===== src/hw/rtl/sensor_health_monitor_defines.svh =====
// ----------------------------------------------------------------------------
// Sensor health monitor assertion macros
// Shared concurrent check forms used by the monitor RTL.
// ----------------------------------------------------------------------------
`ifndef SENSOR_HEALTH_MONITOR_DEFINES_SVH
`define SENSOR_HEALTH_MONITOR_DEFINES_SVH

// same-cycle implication
`define SHM_ASSERT_NOW(label, clk, rst, lhs, rhs) \
   label: assert property (@(posedge clk) disable iff (rst) (lhs) |-> (rhs)) \
      else $error("sensor health monitor check failed");

// next-cycle implication
`define SHM_ASSERT_NEXT(label, clk, rst, lhs, rhs) \
   label: assert property (@(posedge clk) disable iff (rst) (lhs) |=> (rhs)) \
      else $error("sensor health monitor check failed");

`endif


===== src/hw/rtl/shm_pkg.sv =====
// ----------------------------------------------------------------------------
// Sensor health monitor package
// Widths, register indexes, status codes and reset values shared by the
// monitor modules.
// ----------------------------------------------------------------------------
`default_nettype none

package shm_pkg;

   localparam int TEMP_W    = 12;
   localparam int MV_W      = 16;
   localparam int PCT_W     = 7;
   localparam int STATUS_W  = 2;
   localparam int CSR_IDX_W = 8;
   localparam int CSR_DAT_W = 16;
   localparam int PROD_W    = 23;
   localparam int SCALED_W  = 16;

   localparam logic [CSR_IDX_W-1:0] CSR_TEMP_LOW  = 8'd0;
   localparam logic [CSR_IDX_W-1:0] CSR_TEMP_HIGH = 8'd1;
   localparam logic [CSR_IDX_W-1:0] CSR_EMPTY_MV  = 8'd2;
   localparam logic [CSR_IDX_W-1:0] CSR_FULL_MV   = 8'd3;

   localparam logic [STATUS_W-1:0] ST_OK     = 2'd0;
   localparam logic [STATUS_W-1:0] ST_FAILED = 2'd1;
   localparam logic [STATUS_W-1:0] ST_RANGE  = 2'd2;
   localparam logic [STATUS_W-1:0] ST_ASLEEP = 2'd3;

   localparam logic signed [TEMP_W-1:0] TEMP_LOW_RST  = -12'sd160;
   localparam logic signed [TEMP_W-1:0] TEMP_HIGH_RST = 12'sd1360;
   localparam logic [MV_W-1:0]          EMPTY_MV_RST  = 16'd2000;
   localparam logic [MV_W-1:0]          FULL_MV_RST   = 16'd4200;

   localparam logic [PCT_W-1:0] PCT_FULL = 7'd100;
   localparam logic [PCT_W-1:0] PCT_NONE = 7'd0;

   typedef struct packed {
      logic signed [TEMP_W-1:0] temp_low;
      logic signed [TEMP_W-1:0] temp_high;
      logic [MV_W-1:0]          empty_mv;
      logic [MV_W-1:0]          full_mv;
   } csr_type;

   typedef struct packed {
      logic busy;
      logic [PCT_W-1:0] quotient;
   } div_status_type;

endpackage

`default_nettype wire


===== src/hw/rtl/shm_csr.sv =====
// ----------------------------------------------------------------------------
// Sensor health monitor configuration registers
// Temperature window and battery thresholds, written through a plain port.
// ----------------------------------------------------------------------------
`default_nettype none

module shm_csr (
   input  wire logic                            clock,
   input  wire logic                            reset,
   input  wire logic                            csr_write_enable,
   input  wire logic [shm_pkg::CSR_IDX_W-1:0]   csr_index,
   input  wire logic [shm_pkg::CSR_DAT_W-1:0]   csr_write_data,
   output shm_pkg::csr_type                     csr_regs
);

   shm_pkg::csr_type regs_ff;
   shm_pkg::csr_type regs_in;

   always_comb begin
      regs_in = regs_ff;
      if (csr_write_enable) begin
         case (csr_index)
            shm_pkg::CSR_TEMP_LOW:  regs_in.temp_low  = csr_write_data[shm_pkg::TEMP_W-1:0];
            shm_pkg::CSR_TEMP_HIGH: regs_in.temp_high = csr_write_data[shm_pkg::TEMP_W-1:0];
            shm_pkg::CSR_EMPTY_MV:  regs_in.empty_mv  = csr_write_data[shm_pkg::MV_W-1:0];
            shm_pkg::CSR_FULL_MV:   regs_in.full_mv   = csr_write_data[shm_pkg::MV_W-1:0];
            default: regs_in = regs_ff;
         endcase
      end
   end

   always_ff @(posedge clock) begin
      if (reset) begin
         regs_ff.temp_low  <= shm_pkg::TEMP_LOW_RST;
         regs_ff.temp_high <= shm_pkg::TEMP_HIGH_RST;
         regs_ff.empty_mv  <= shm_pkg::EMPTY_MV_RST;
         regs_ff.full_mv   <= shm_pkg::FULL_MV_RST;
      end else begin
         regs_ff <= regs_in;
      end
   end

   assign csr_regs = regs_ff;

endmodule

`default_nettype wire


===== src/hw/rtl/shm_divider.sv =====
// ----------------------------------------------------------------------------
// Sensor health monitor percent divider
// Restoring divider, one quotient bit per cycle, for quotients below 128.
// ----------------------------------------------------------------------------
`default_nettype none

module shm_divider (
   input  wire logic                           clock,
   input  wire logic                           reset,
   input  wire logic                           start,
   input  wire logic [shm_pkg::PROD_W-1:0]     dividend,
   input  wire logic [shm_pkg::MV_W-1:0]       divisor,
   output shm_pkg::div_status_type             status
);

   localparam int STEPS = shm_pkg::PCT_W;
   localparam int CNT_W = $clog2(STEPS);

   logic                          busy_ff,  busy_in;
   logic [CNT_W-1:0]              cnt_ff,   cnt_in;
   logic [shm_pkg::PROD_W-1:0]    rem_ff,   rem_in;
   logic [shm_pkg::PROD_W-1:0]    dsh_ff,   dsh_in;
   logic [shm_pkg::PCT_W-1:0]     quo_ff,   quo_in;
   logic [shm_pkg::PROD_W-1:0]    diff;
   logic                          fits;

   assign fits = rem_ff >= dsh_ff;
   assign diff = rem_ff - dsh_ff;

   always_comb begin
      busy_in = busy_ff;
      cnt_in  = cnt_ff;
      rem_in  = rem_ff;
      dsh_in  = dsh_ff;
      quo_in  = quo_ff;
      if (start) begin
         busy_in = 1'b1;
         cnt_in  = CNT_W'(STEPS - 1);
         rem_in  = dividend;
         dsh_in  = shm_pkg::PROD_W'(divisor) << (STEPS - 1);
         quo_in  = '0;
      end else if (busy_ff) begin
         if (fits) begin
            rem_in = diff;
         end
         quo_in = {quo_ff[shm_pkg::PCT_W-2:0], fits};
         dsh_in = dsh_ff >> 1;
         cnt_in = cnt_ff - 1'b1;
         if (cnt_ff == '0) begin
            busy_in = 1'b0;
         end
      end
   end

   always_ff @(posedge clock) begin
      if (reset) begin
         busy_ff <= 1'b0;
         cnt_ff  <= '0;
      end else begin
         busy_ff <= busy_in;
         cnt_ff  <= cnt_in;
      end
      rem_ff <= rem_in;
      dsh_ff <= dsh_in;
      quo_ff <= quo_in;
   end

   assign status = '{busy: busy_ff, quotient: quo_ff};

endmodule

`default_nettype wire


===== src/hw/rtl/sensor_health_monitor.sv =====
// ----------------------------------------------------------------------------
// Sensor health monitor
// Per-tick temperature window check and tenths conversion, battery percent
// via an iterative divider, and a sticky sleep flag with request pulse.
// ----------------------------------------------------------------------------
//  chan  dir  handshake         payload
//  req   in   req_valid/stall   temp_valid, temp_raw, battery_valid, battery_mv
//  rsp   out  rsp_valid/stall   temp_status, temp_tenths, battery_percent, sleeping, sleep_request
//  csr   in   csr_write_enable  csr_index, csr_write_data
//
//  A request needing the percent division passes through the calc, multiply,
//  divide and done states before the next acceptance; any other request goes
//  from calc straight to done. The divider's seven one-bit steps set the longer path.
//  Reset is synchronous and clears the stored state and the response slot.
//  A stalled response holds in its register; the next request is taken
//  meanwhile and waits at its final step until the slot frees.
// ----------------------------------------------------------------------------
`default_nettype none

`include "sensor_health_monitor_defines.svh"

module sensor_health_monitor (
   input  wire logic                                 clock,
   input  wire logic                                 reset,
   input  wire logic                                 req_valid,
   output      logic                                 req_stall,
   input  wire logic                                 req_temp_valid,
   input  wire logic signed [shm_pkg::TEMP_W-1:0]    req_temp_raw,
   input  wire logic                                 req_battery_valid,
   input  wire logic [shm_pkg::MV_W-1:0]             req_battery_mv,
   output      logic                                 rsp_valid,
   input  wire logic                                 rsp_stall,
   output      logic [shm_pkg::STATUS_W-1:0]         rsp_temp_status,
   output      logic signed [shm_pkg::TEMP_W-1:0]    rsp_temp_tenths,
   output      logic [shm_pkg::PCT_W-1:0]            rsp_battery_percent,
   output      logic                                 rsp_sleeping,
   output      logic                                 rsp_sleep_request,
   input  wire logic                                 csr_write_enable,
   input  wire logic [shm_pkg::CSR_IDX_W-1:0]        csr_index,
   input  wire logic [shm_pkg::CSR_DAT_W-1:0]        csr_write_data
);

   localparam logic [2:0] S_IDLE = 3'd0;
   localparam logic [2:0] S_CALC = 3'd1;
   localparam logic [2:0] S_MUL  = 3'd2;
   localparam logic [2:0] S_DIV  = 3'd3;
   localparam logic [2:0] S_DONE = 3'd4;

   shm_pkg::csr_type        regs;
   shm_pkg::div_status_type div_st;

   logic [2:0] state_ff, state_in;

   logic                               tv_ff;
   logic signed [shm_pkg::TEMP_W-1:0]  raw_ff;
   logic                               bv_ff;
   logic [shm_pkg::MV_W-1:0]           mv_ff;

   logic [shm_pkg::STATUS_W-1:0]       status_ff,   status_in;
   logic signed [shm_pkg::TEMP_W-1:0]  tenths_new_ff, tenths_new_in;
   logic                               temp_upd_ff, temp_upd_in;
   logic                               bat_upd_ff,  bat_upd_in;
   logic [shm_pkg::PCT_W-1:0]          pct_new_ff,  pct_new_in;
   logic                               sleep_set_ff, sleep_set_in;
   logic [shm_pkg::MV_W-1:0]           num_ff,      num_in;
   logic [shm_pkg::MV_W-1:0]           den_ff,      den_in;
   logic [shm_pkg::PROD_W-1:0]         prod;

   logic signed [shm_pkg::TEMP_W-1:0]  tenths_ff,   tenths_in;
   logic [shm_pkg::PCT_W-1:0]          pct_ff,      pct_in;
   logic                               sleep_ff,    sleep_in;

   logic                               rsp_valid_ff, rsp_valid_in;
   logic [shm_pkg::STATUS_W-1:0]       rsp_status_ff;
   logic signed [shm_pkg::TEMP_W-1:0]  rsp_tenths_ff;
   logic [shm_pkg::PCT_W-1:0]          rsp_pct_ff;
   logic                               rsp_sleeping_ff;
   logic                               rsp_request_ff;

   logic                               req_take;
   logic                               out_free;
   logic                               finish;
   logic                               div_start;
   logic signed [shm_pkg::SCALED_W-1:0] raw_ext;
   logic signed [shm_pkg::SCALED_W-1:0] scaled;
   logic signed [shm_pkg::SCALED_W-1:0] scaled_adj;
   logic signed [shm_pkg::SCALED_W-1:0] scaled_q;
   logic                               out_of_window;

   shm_csr u_csr (
      .clock            (clock),
      .reset            (reset),
      .csr_write_enable (csr_write_enable),
      .csr_index        (csr_index),
      .csr_write_data   (csr_write_data),
      .csr_regs         (regs)
   );

   shm_divider u_div (
      .clock    (clock),
      .reset    (reset),
      .start    (div_start),
      .dividend (prod),
      .divisor  (den_ff),
      .status   (div_st)
   );

   assign req_stall = state_ff != S_IDLE;
   assign req_take  = req_valid && !req_stall;
   assign out_free  = !rsp_valid_ff || !rsp_stall;
   assign finish    = (state_ff == S_DONE) && out_free;
   assign div_start = state_ff == S_MUL;
   assign prod      = shm_pkg::PROD_W'(num_ff) * shm_pkg::PROD_W'(shm_pkg::PCT_FULL);

   assign raw_ext       = shm_pkg::SCALED_W'(raw_ff);
   assign scaled        = (raw_ext <<< 3) + (raw_ext <<< 1);
   assign scaled_adj    = scaled[shm_pkg::SCALED_W-1] ? scaled + 16'sd15 : scaled;
   assign scaled_q      = scaled_adj >>> 4;
   assign out_of_window = (raw_ff < regs.temp_low) || (raw_ff > regs.temp_high);

   always_comb begin
      state_in      = state_ff;
      status_in     = status_ff;
      tenths_new_in = tenths_new_ff;
      temp_upd_in   = temp_upd_ff;
      bat_upd_in    = bat_upd_ff;
      pct_new_in    = pct_new_ff;
      sleep_set_in  = sleep_set_ff;
      num_in        = num_ff;
      den_in        = den_ff;
      case (state_ff)
         S_IDLE: begin
            if (req_take) begin
               state_in = S_CALC;
            end
         end
         S_CALC: begin
            tenths_new_in = scaled_q[shm_pkg::TEMP_W-1:0];
            num_in        = mv_ff - regs.empty_mv;
            den_in        = regs.full_mv - regs.empty_mv;
            temp_upd_in   = 1'b0;
            bat_upd_in    = 1'b0;
            sleep_set_in  = 1'b0;
            pct_new_in    = shm_pkg::PCT_FULL;
            state_in      = S_DONE;
            if (sleep_ff) begin
               status_in = shm_pkg::ST_ASLEEP;
            end else begin
               if (!tv_ff) begin
                  status_in = shm_pkg::ST_FAILED;
               end else if (out_of_window) begin
                  status_in = shm_pkg::ST_RANGE;
               end else begin
                  status_in   = shm_pkg::ST_OK;
                  temp_upd_in = 1'b1;
               end
               if (bv_ff) begin
                  bat_upd_in = 1'b1;
                  if (mv_ff < regs.empty_mv) begin
                     pct_new_in   = shm_pkg::PCT_NONE;
                     sleep_set_in = 1'b1;
                  end else if ((regs.full_mv > regs.empty_mv) &&
                               (num_in < den_in)) begin
                     state_in = S_MUL;
                  end
               end
            end
         end
         S_MUL: begin
            state_in = S_DIV;
         end
         S_DIV: begin
            if (!div_st.busy) begin
               pct_new_in = div_st.quotient;
               state_in   = S_DONE;
            end
         end
         S_DONE: begin
            if (out_free) begin
               state_in = S_IDLE;
            end
         end
         default: state_in = S_IDLE;
      endcase
   end

   always_comb begin
      tenths_in = (finish && temp_upd_ff) ? tenths_new_ff : tenths_ff;
      pct_in    = (finish && bat_upd_ff) ? pct_new_ff : pct_ff;
      sleep_in  = sleep_ff || (finish && sleep_set_ff);
   end

   always_comb begin
      rsp_valid_in = rsp_valid_ff;
      if (rsp_valid_ff && !rsp_stall) begin
         rsp_valid_in = 1'b0;
      end
      if (finish) begin
         rsp_valid_in = 1'b1;
      end
   end

   always_ff @(posedge clock) begin
      if (reset) begin
         state_ff     <= S_IDLE;
         tenths_ff    <= '0;
         pct_ff       <= '0;
         sleep_ff     <= 1'b0;
         rsp_valid_ff <= 1'b0;
      end else begin
         state_ff     <= state_in;
         tenths_ff    <= tenths_in;
         pct_ff       <= pct_in;
         sleep_ff     <= sleep_in;
         rsp_valid_ff <= rsp_valid_in;
      end
      if (req_take) begin
         tv_ff  <= req_temp_valid;
         raw_ff <= req_temp_raw;
         bv_ff  <= req_battery_valid;
         mv_ff  <= req_battery_mv;
      end
      status_ff     <= status_in;
      tenths_new_ff <= tenths_new_in;
      temp_upd_ff   <= temp_upd_in;
      bat_upd_ff    <= bat_upd_in;
      pct_new_ff    <= pct_new_in;
      sleep_set_ff  <= sleep_set_in;
      num_ff        <= num_in;
      den_ff        <= den_in;
      if (finish) begin
         rsp_status_ff   <= status_ff;
         rsp_tenths_ff   <= tenths_in;
         rsp_pct_ff      <= pct_in;
         rsp_sleeping_ff <= sleep_in;
         rsp_request_ff  <= sleep_set_ff;
      end
   end

   assign rsp_valid           = rsp_valid_ff;
   assign rsp_temp_status     = rsp_status_ff;
   assign rsp_temp_tenths     = rsp_tenths_ff;
   assign rsp_battery_percent = rsp_pct_ff;
   assign rsp_sleeping        = rsp_sleeping_ff;
   assign rsp_sleep_request   = rsp_request_ff;

   `SHM_ASSERT_NEXT(a_sleep_sticky, clock, reset, sleep_ff, sleep_ff)
   `SHM_ASSERT_NOW(a_request_sleeping, clock, reset, rsp_valid && rsp_sleep_request, rsp_sleeping)
   `SHM_ASSERT_NOW(a_asleep_no_request, clock, reset, rsp_valid && (rsp_temp_status == shm_pkg::ST_ASLEEP), !rsp_sleep_request)
   `SHM_ASSERT_NOW(a_percent_capped, clock, reset, rsp_valid, rsp_battery_percent <= shm_pkg::PCT_FULL)
   `SHM_ASSERT_NOW(a_div_only_in_div, clock, reset, div_st.busy, (state_ff == S_DIV))

endmodule

`default_nettype wire


===== config.mk =====
export PLATFORM = sky130hd
export DESIGN_NAME = sensor_health_monitor
export DESIGN_NICKNAME = d
export VERILOG_FILES = /design/src/hw/rtl/shm_pkg.sv /design/src/hw/rtl/shm_csr.sv /design/src/hw/rtl/shm_divider.sv /design/src/hw/rtl/sensor_health_monitor.sv
export VERILOG_INCLUDE_DIRS = /design/src /design/src/hw/rtl
export SDC_FILE = /design/constraint.sdc
export NUM_CORES = 1
export LEC_CHECK = 0
export BUFFER_PORTS_ARGS = -buffer_cell sky130_fd_sc_hd__buf_2
export CAP_MARGIN = 0
export CORE_ASPECT_RATIO = 0.8
export CORE_MARGIN = 4
export CORE_UTILIZATION = 57
export DETAILED_ROUTE_END_ITERATION = 10
export PLACE_DENSITY = 0.72
export SYNTH_ARGS = -nofsm -noshare
export SYNTH_HDL_FRONTEND = slang
export SYNTH_SLANG_ARGS = --single-unit

===== constraint.sdc =====
create_clock -name clock -period 4.1 [get_ports clock]
set_input_delay 0 -clock clock [delete_from_list [all_inputs] [get_ports clock]]
set_output_delay 0 -clock clock [all_outputs]
set_load 0.005 [all_outputs]

# Word level (Yosys, flattened, before mapping)
# Index checks and enable logic that the tools add are counted.
[word_totals] latch_bits=0 ram_bits=0 out_inout_bits=25 register_bits=245 word_cells=126 romBits=0 n_memories=0
[op_classes] n_lt_le_gt_ge=6 reduce_logical=32 add_sub_neg=6 mux=33 n_div=0 n_shift=0 n_bitwise=2 multipliers=1 eq_ne=10
[op_table] operator="$mux 23" n=3
[op_table] operator="$mux 22" n=2
[op_table] operator="$mux 7" n=5
[op_table] operator="$lt 16x16->1" n=2
[op_table] operator="$sub 16x16->16" n=2
[op_table] operator="$mux 3" n=9
[op_table] operator="$ge 23x22->1" n=1
[op_table] operator="$sub 23x22->23" n=1
[op_table] operator="$mul 16x5->21 const B" n=1
[op_table] operator="$add 15x13->16" n=1
[op_table] operator="$add 16x5->16 const B" n=1
[op_table] operator="$eq 8x2->1 const B" n=2
[op_table] operator="$gt 16x16->1" n=1
[op_table] operator="$mux 15" n=1
[op_table] operator="$pmux 3 s5" n=1
[op_table] operator="$pmux 7 s2" n=1
[op_table] operator="$reduce_and 2->1" n=7
[op_table] operator="$gt 12x12->1" n=1
[op_table] operator="$lt 12x12->1" n=1
[op_table] operator="$mux 12" n=1
[op_table] operator="$eq 8x1->1 const B" n=1
[op_table] operator="$logic_not 8->1" n=1
[op_table] operator="$mux 1" n=8
[op_table] operator="$reduce_bool 2->1" n=4
[op_table] operator="14 further kinds" n=32

# Logic depth before layout (Yosys ltp)
[depth] depth_word=8 mapped_depth=18 ltp_nobuf=18

# Cells and area by module
# From an unflattened synthesis, not the netlist that was laid out.
[unflattened] cells_unflattened=1462 hier_area_um2=15172.1
[modules_own_cells] mod="sensor_health_monitor" area_each_um2=9165.0 instances=1 cells_per_inst=847 seq_area_each_um2=3753.6
[modules_own_cells] mod="shm_divider" area_each_um2=3702.3 instances=1 cells_per_inst=401 seq_area_each_um2=1511.4
[modules_own_cells] mod="shm_csr" area_each_um2=2304.7 instances=1 cells_per_inst=214 seq_area_each_um2=1121.1

# Worst setup path after synthesis
# OpenSTA, ideal clock, no wires.
[synth_timing] path_type="reg2reg" start="register num_ff[6] in the netlist's numbering" end="register u_div.rem_ff[21] in the netlist's numbering, data pin" t_required_ns=3.829 slack_ns=0.363 setup_time_ns=0.271 arrival_time_ns=3.465 path_stages_with_launch=14 path_buffers=0 period_less_slack_ns=3.737 path_cell_list="edfxtp_1 > ha_1 > ha_1 > inv_1 > fa_1 > inv_1 > ha_1 > a21o_1 > a2111o_1 > o221a_2 > a221o_1 > o41ai_2 > xor2_1 > o22ai_1"
[synth_via] elab_chain_cells=2
[synth_lines] item="start, declared" line="sensor_health_monitor.sv:65" rtl="logic [shm_pkg::MV_W-1:0] num_ff, num_in;"
[synth_lines] item="start signal, assigned" line="sensor_health_monitor.sv:229" rtl="num_ff <= num_in;"
[synth_lines] item="$mul 16x5->21" line="sensor_health_monitor.sv:113" rtl="assign prod = shm_pkg::PROD_W'(num_ff) * shm_pkg::PROD_W'(shm_pkg::PCT_FULL);"
[synth_lines] item="$mux 23" line="shm_divider.sv:36" rtl="if (start) begin"
[synth_lines] item="via u_div.rem_in (one bit)" line="shm_divider.sv:21" rtl="logic [shm_pkg::PROD_W-1:0] rem_ff, rem_in;"
[synth_lines] item="end signal, assigned" line="shm_divider.sv:63" rtl="rem_ff <= rem_in;"
[synth_lines] item="end, declared" line="shm_divider.sv:21"
# The timed path passes the listed nets, and every way through them passes these cells.
# A chain may end at the register's enable or synchronous reset.

# Worst setup path in the final report
[layout_timing] start="register num_ff[4] in the netlist's numbering" end="register u_div.rem_ff[22] in the netlist's numbering, data pin"
# Same word-level chain as after synthesis.

==> flow_metrics.env <==
export IMPL_setup_viol=0
export IMPL_syn_nets=1628
export IMPL_yosys_warnings=0
export IMPL_power_density_nw_per_um2=381
export IMPL_cpMaxStageDelayCell="or4_4"
export IMPL_start_util=0.586
export IMPL_critPathArrivalTime_ps=4160
export IMPL_grt_max_degree=58
export IMPL_clk_latency_ps=520
export IMPL_worstSetupStartpointType="register"
export IMPL_via_per_inst=5.56
export IMPL_clock_skew_ps=15.5
export IMPL_clk_pin_slew_ps=60
export IMPL_max_freq_mhz=255
export IMPL_htreeDepth=1
export IMPL_vias=10500
export IMPL_fin_cells=1882
export IMPL_core_sq_um=24600
export IMPL_ir_drop_v=0.000408
export IMPL_synth_area_sq_um=14400
export IMPL_die_width_um=186
export IMPL_tightestPinTransition_ps=1160
export IMPL_synthTopCellsByArea="edfxtp_1 30%, dfxtp_1 14%, ha_1 14%"
export IMPL_grtUsageTotal=0.227
export IMPL_synth_most_common_cell="inv_1"
export IMPL_fillCellCount=1824
export IMPL_synth_cell_type_count=75
export IMPL_hold_ws_ps=35.1
export IMPL_grt_remaining_overflow=0
export IMPL_crit_family="adder cells"
export IMPL_drive_gt1_frac=0.127
export IMPL_synthCells=1397
export IMPL_worst_path_buf_inv=2
export IMPL_worstPathCellList="ha_1 -> ha_1 -> inv_1 -> fa_1 -> inv_1 -> ha_1 -> or4_4 -> o21ai_4 -> o21ai_1 -> or4_4 -> a311oi_2 -> xor2_1 -> o22ai_1"
export IMPL_synth_edf_count=146
export IMPL_cts_tree="done"
export IMPL_syn_mean_instance_area_sq_um=10.3
export IMPL_die_y_um=150
export IMPL_insertedDiodeCount=0
export IMPL_cts_num_sinks=245
export IMPL_grt_pass1_vias=9811
export IMPL_post_drt_wl_per_cell_um=16.9
export IMPL_placed_cells=1778
export IMPL_hold_end="u_csr.csr_regs[54]"
export IMPL_period_minus_slack_ps=3920
export IMPL_synthFlopType="edfxtp_1"
export IMPL_hold_depth=3
export IMPL_p_leak_nw=7.35
export IMPL_die_area_sq_um=27900
export IMPL_reg2reg_depth=13
export IMPL_drtAntennaViolNets=0
export IMPL_cts_max_path_buffers=3
export IMPL_fin_crit_sh=0.956
export IMPL_crit_required_ps=4350
export IMPL_r2r_slack_ps=180
export IMPL_fin_area_sq_um=16600
export IMPL_finalWirelength_um=31800
export IMPL_synth_top_cell_by_area="edfxtp_1"
export IMPL_cap_violations=0
export IMPL_dpl_hpwl_um=23500
export IMPL_slew_headroom=0.222
export IMPL_synth_seq_cells=245
export IMPL_yosysSeqAreaShare=0.442
export IMPL_placementRows=51
export IMPL_cp_end_kind="register"
export IMPL_ios=84
export IMPL_finalHoldViolations=0
export IMPL_hp_class="in2reg"
export IMPL_io_buffers=83
export IMPL_fin_nets=1776
export IMPL_worst_path_most_repeated_cell="ha_1"
export IMPL_place_gp_congestion=0.891
export IMPL_power_mw=6.33
export IMPL_cp_max_fo=4
export IMPL_antenna_found_initial=0
export IMPL_slew_viol_final=0
export IMPL_drc=0
export IMPL_ys_async_sr_fraction=0
export IMPL_drtIter0Drc=771
export IMPL_cts_made_buffers=25
export IMPL_grt_pass1_wl_um=51200
export IMPL_placed_area_sq_um=15200
export IMPL_cts_root_buf="clkbuf_16"
export IMPL_hp_start="csr_index[0]"
export IMPL_synth_top_cell_area_share=0.305
export IMPL_worstReg2RegStart="num_ff[4]"
export IMPL_first_pass_iters=5
export IMPL_status="completed"
export IMPL_max_stage_delay_ps=560
export IMPL_finalSetupTns_ps=0
export IMPL_critPathKind="reg2reg"
export IMPL_ys_top_cells_by_count="166 x inv_1, 157 x ha_1, 146 x edfxtp_1"
export IMPL_areaGrowthSynthToFinish_pct=15.5
export IMPL_r2r_end="u_div.rem_ff[22]"
==> worst reg2reg max path, delay by kind of cell (launching register included) <==
family                   cells  cell delay, ps
flip-flops                   1             420
AND/OR/NAND/NOR              2            1000
adder cells (fa/ha/maj)      4            1310
AO/OA/AOI/OAI                4             660
XOR/XNOR                     1             180
buffers and inverters        2              90
==> worst max-delay path by stage <==
stage / to / cells after the start / startpoint
final: u_div.rem_ff[22] / 13 / num_ff[4]
after global routing: state_ff[2] / 16 / u_csr.csr_regs[17]
after CTS: state_ff[2] / 16 / u_csr.csr_regs[17]
after detailed placement: state_ff[2] / 16 / u_csr.csr_regs[17]
after global placement: u_div.rem_ff[21] / 13 / num_ff[6]
after floorplan: u_div.rem_ff[21] / 13 / num_ff[6]
==> cell type report <==
type	count	area (sq um)	share of cell area
Sequential cell	245	6370	0.383
Tap cell	318	398	0.0239
Clock inverter	12	100	0.00602
Timing Repair Buffer	155	1090	0.0653
Multi-Input combinational cell	951	7330	0.441
Inverter	167	627	0.0377
Clock buffer	34	722	0.0434
==> cell usage in the layout, fill, tap and decap left out, types with 7 or more instances in the layout <==
| cell type | count |
|---|---|
| o211ai_1 | 7 |
| nand4_1 | 9 |
| inv_1 | 166 |
| mux2_2 | 21 |
| o21ai_0 | 38 |
| a211o_1 | 25 |
| clkbuf_16 | 27 |
| nor2_1 | 116 |
| buf_4 | 20 |
| nor2b_1 | 29 |
| nand2b_1 | 14 |
| a211oi_1 | 8 |
| a21o_1 | 36 |
| nand3_1 | 16 |
| nor3_1 | 21 |
| xor2_1 | 32 |
| dlygate4sd3_1 | 52 |
| o21bai_1 | 7 |
| xnor2_1 | 44 |
| and3_1 | 12 |
| buf_2 | 83 |
| o31ai_1 | 21 |
| o21a_1 | 11 |
| a21oi_1 | 64 |
| mux2i_1 | 37 |
| and2_1 | 9 |
| nand2_1 | 97 |
| dfxtp_1 | 98 |
| edfxtp_1 | 146 |
| o22ai_1 | 11 |
| ha_1 | 157 |
| fa_1 | 15 |
==> per-stage QoR <==
| stage | worst slack (ps) | util |
|---|---|---|
| 2_1_floorplan | 363 | - |
| 3_3_place_gp | 233 | 0.618 |
| 3_5_place_dp | 140 | 0.618 |
| 4_1_cts | 58.2 | 0.673 |
| 5_1_grt | -46.2 | 0.677 |
| 6_report | 182 | 0.677 |
==> sequential cells by signal (all words and copies together) (netlist names), 2 cells and up <==
name                 flops
rsp_temp_tenths         12
u_div.cnt_ff             3
raw_ff                  12
rsp_battery_percent      7
state_ff                 3
u_div.dsh_ff            22
status_ff                2
u_div.rem_ff            23
num_ff                  16
u_div.quo_ff             7
pct_ff                   7
u_csr.csr_regs          56
den_ff                  16
tenths_new_ff           12
tenths_ff               12
mv_ff                   16
pct_new_ff               7
rsp_temp_status          2
==> where the power goes <==
| group | switching [mW] | total, mW | internal (mW) |
|---|---|---|---|
| registers | 0.0630 | 2.80 | 2.73 |
| clock network | 0.957 | 2.26 | 1.31 |
| logic | 0.717 | 1.27 | 0.550 |
| total | 1.74 | 6.33 | 4.59 |
==> kinds of logic after synthesis <==
family                   share of synthesized area
XOR/XNOR                                    0.0463
AO/OA/AOI/OAI                                0.140
flip-flops                                   0.442
multiplexers                                0.0422
buffers and inverters                       0.0530
adder cells (fa/ha/maj)                      0.157
AND/OR/NAND/NOR                              0.119
==> routing by layer <==
layer | share of wire | track usage
met1 | 0.50 | 0.348
met2 | 0.43 | 0.344
met3 | 0.055 | 0.0331
met4 | 0.019 | 0.0499
met5 | 0 | 0
==> timing repair <==
item | CTS | global route
hold buffers | 52 | 0
endpoints found under the hold margin | 115 | 0
buffers inserted | 0 | 6
endpoints found under the setup margin | 0 | 5
gates resized for setup | 0 | 14
No activity file was read; power rests on OpenSTA's default activity.
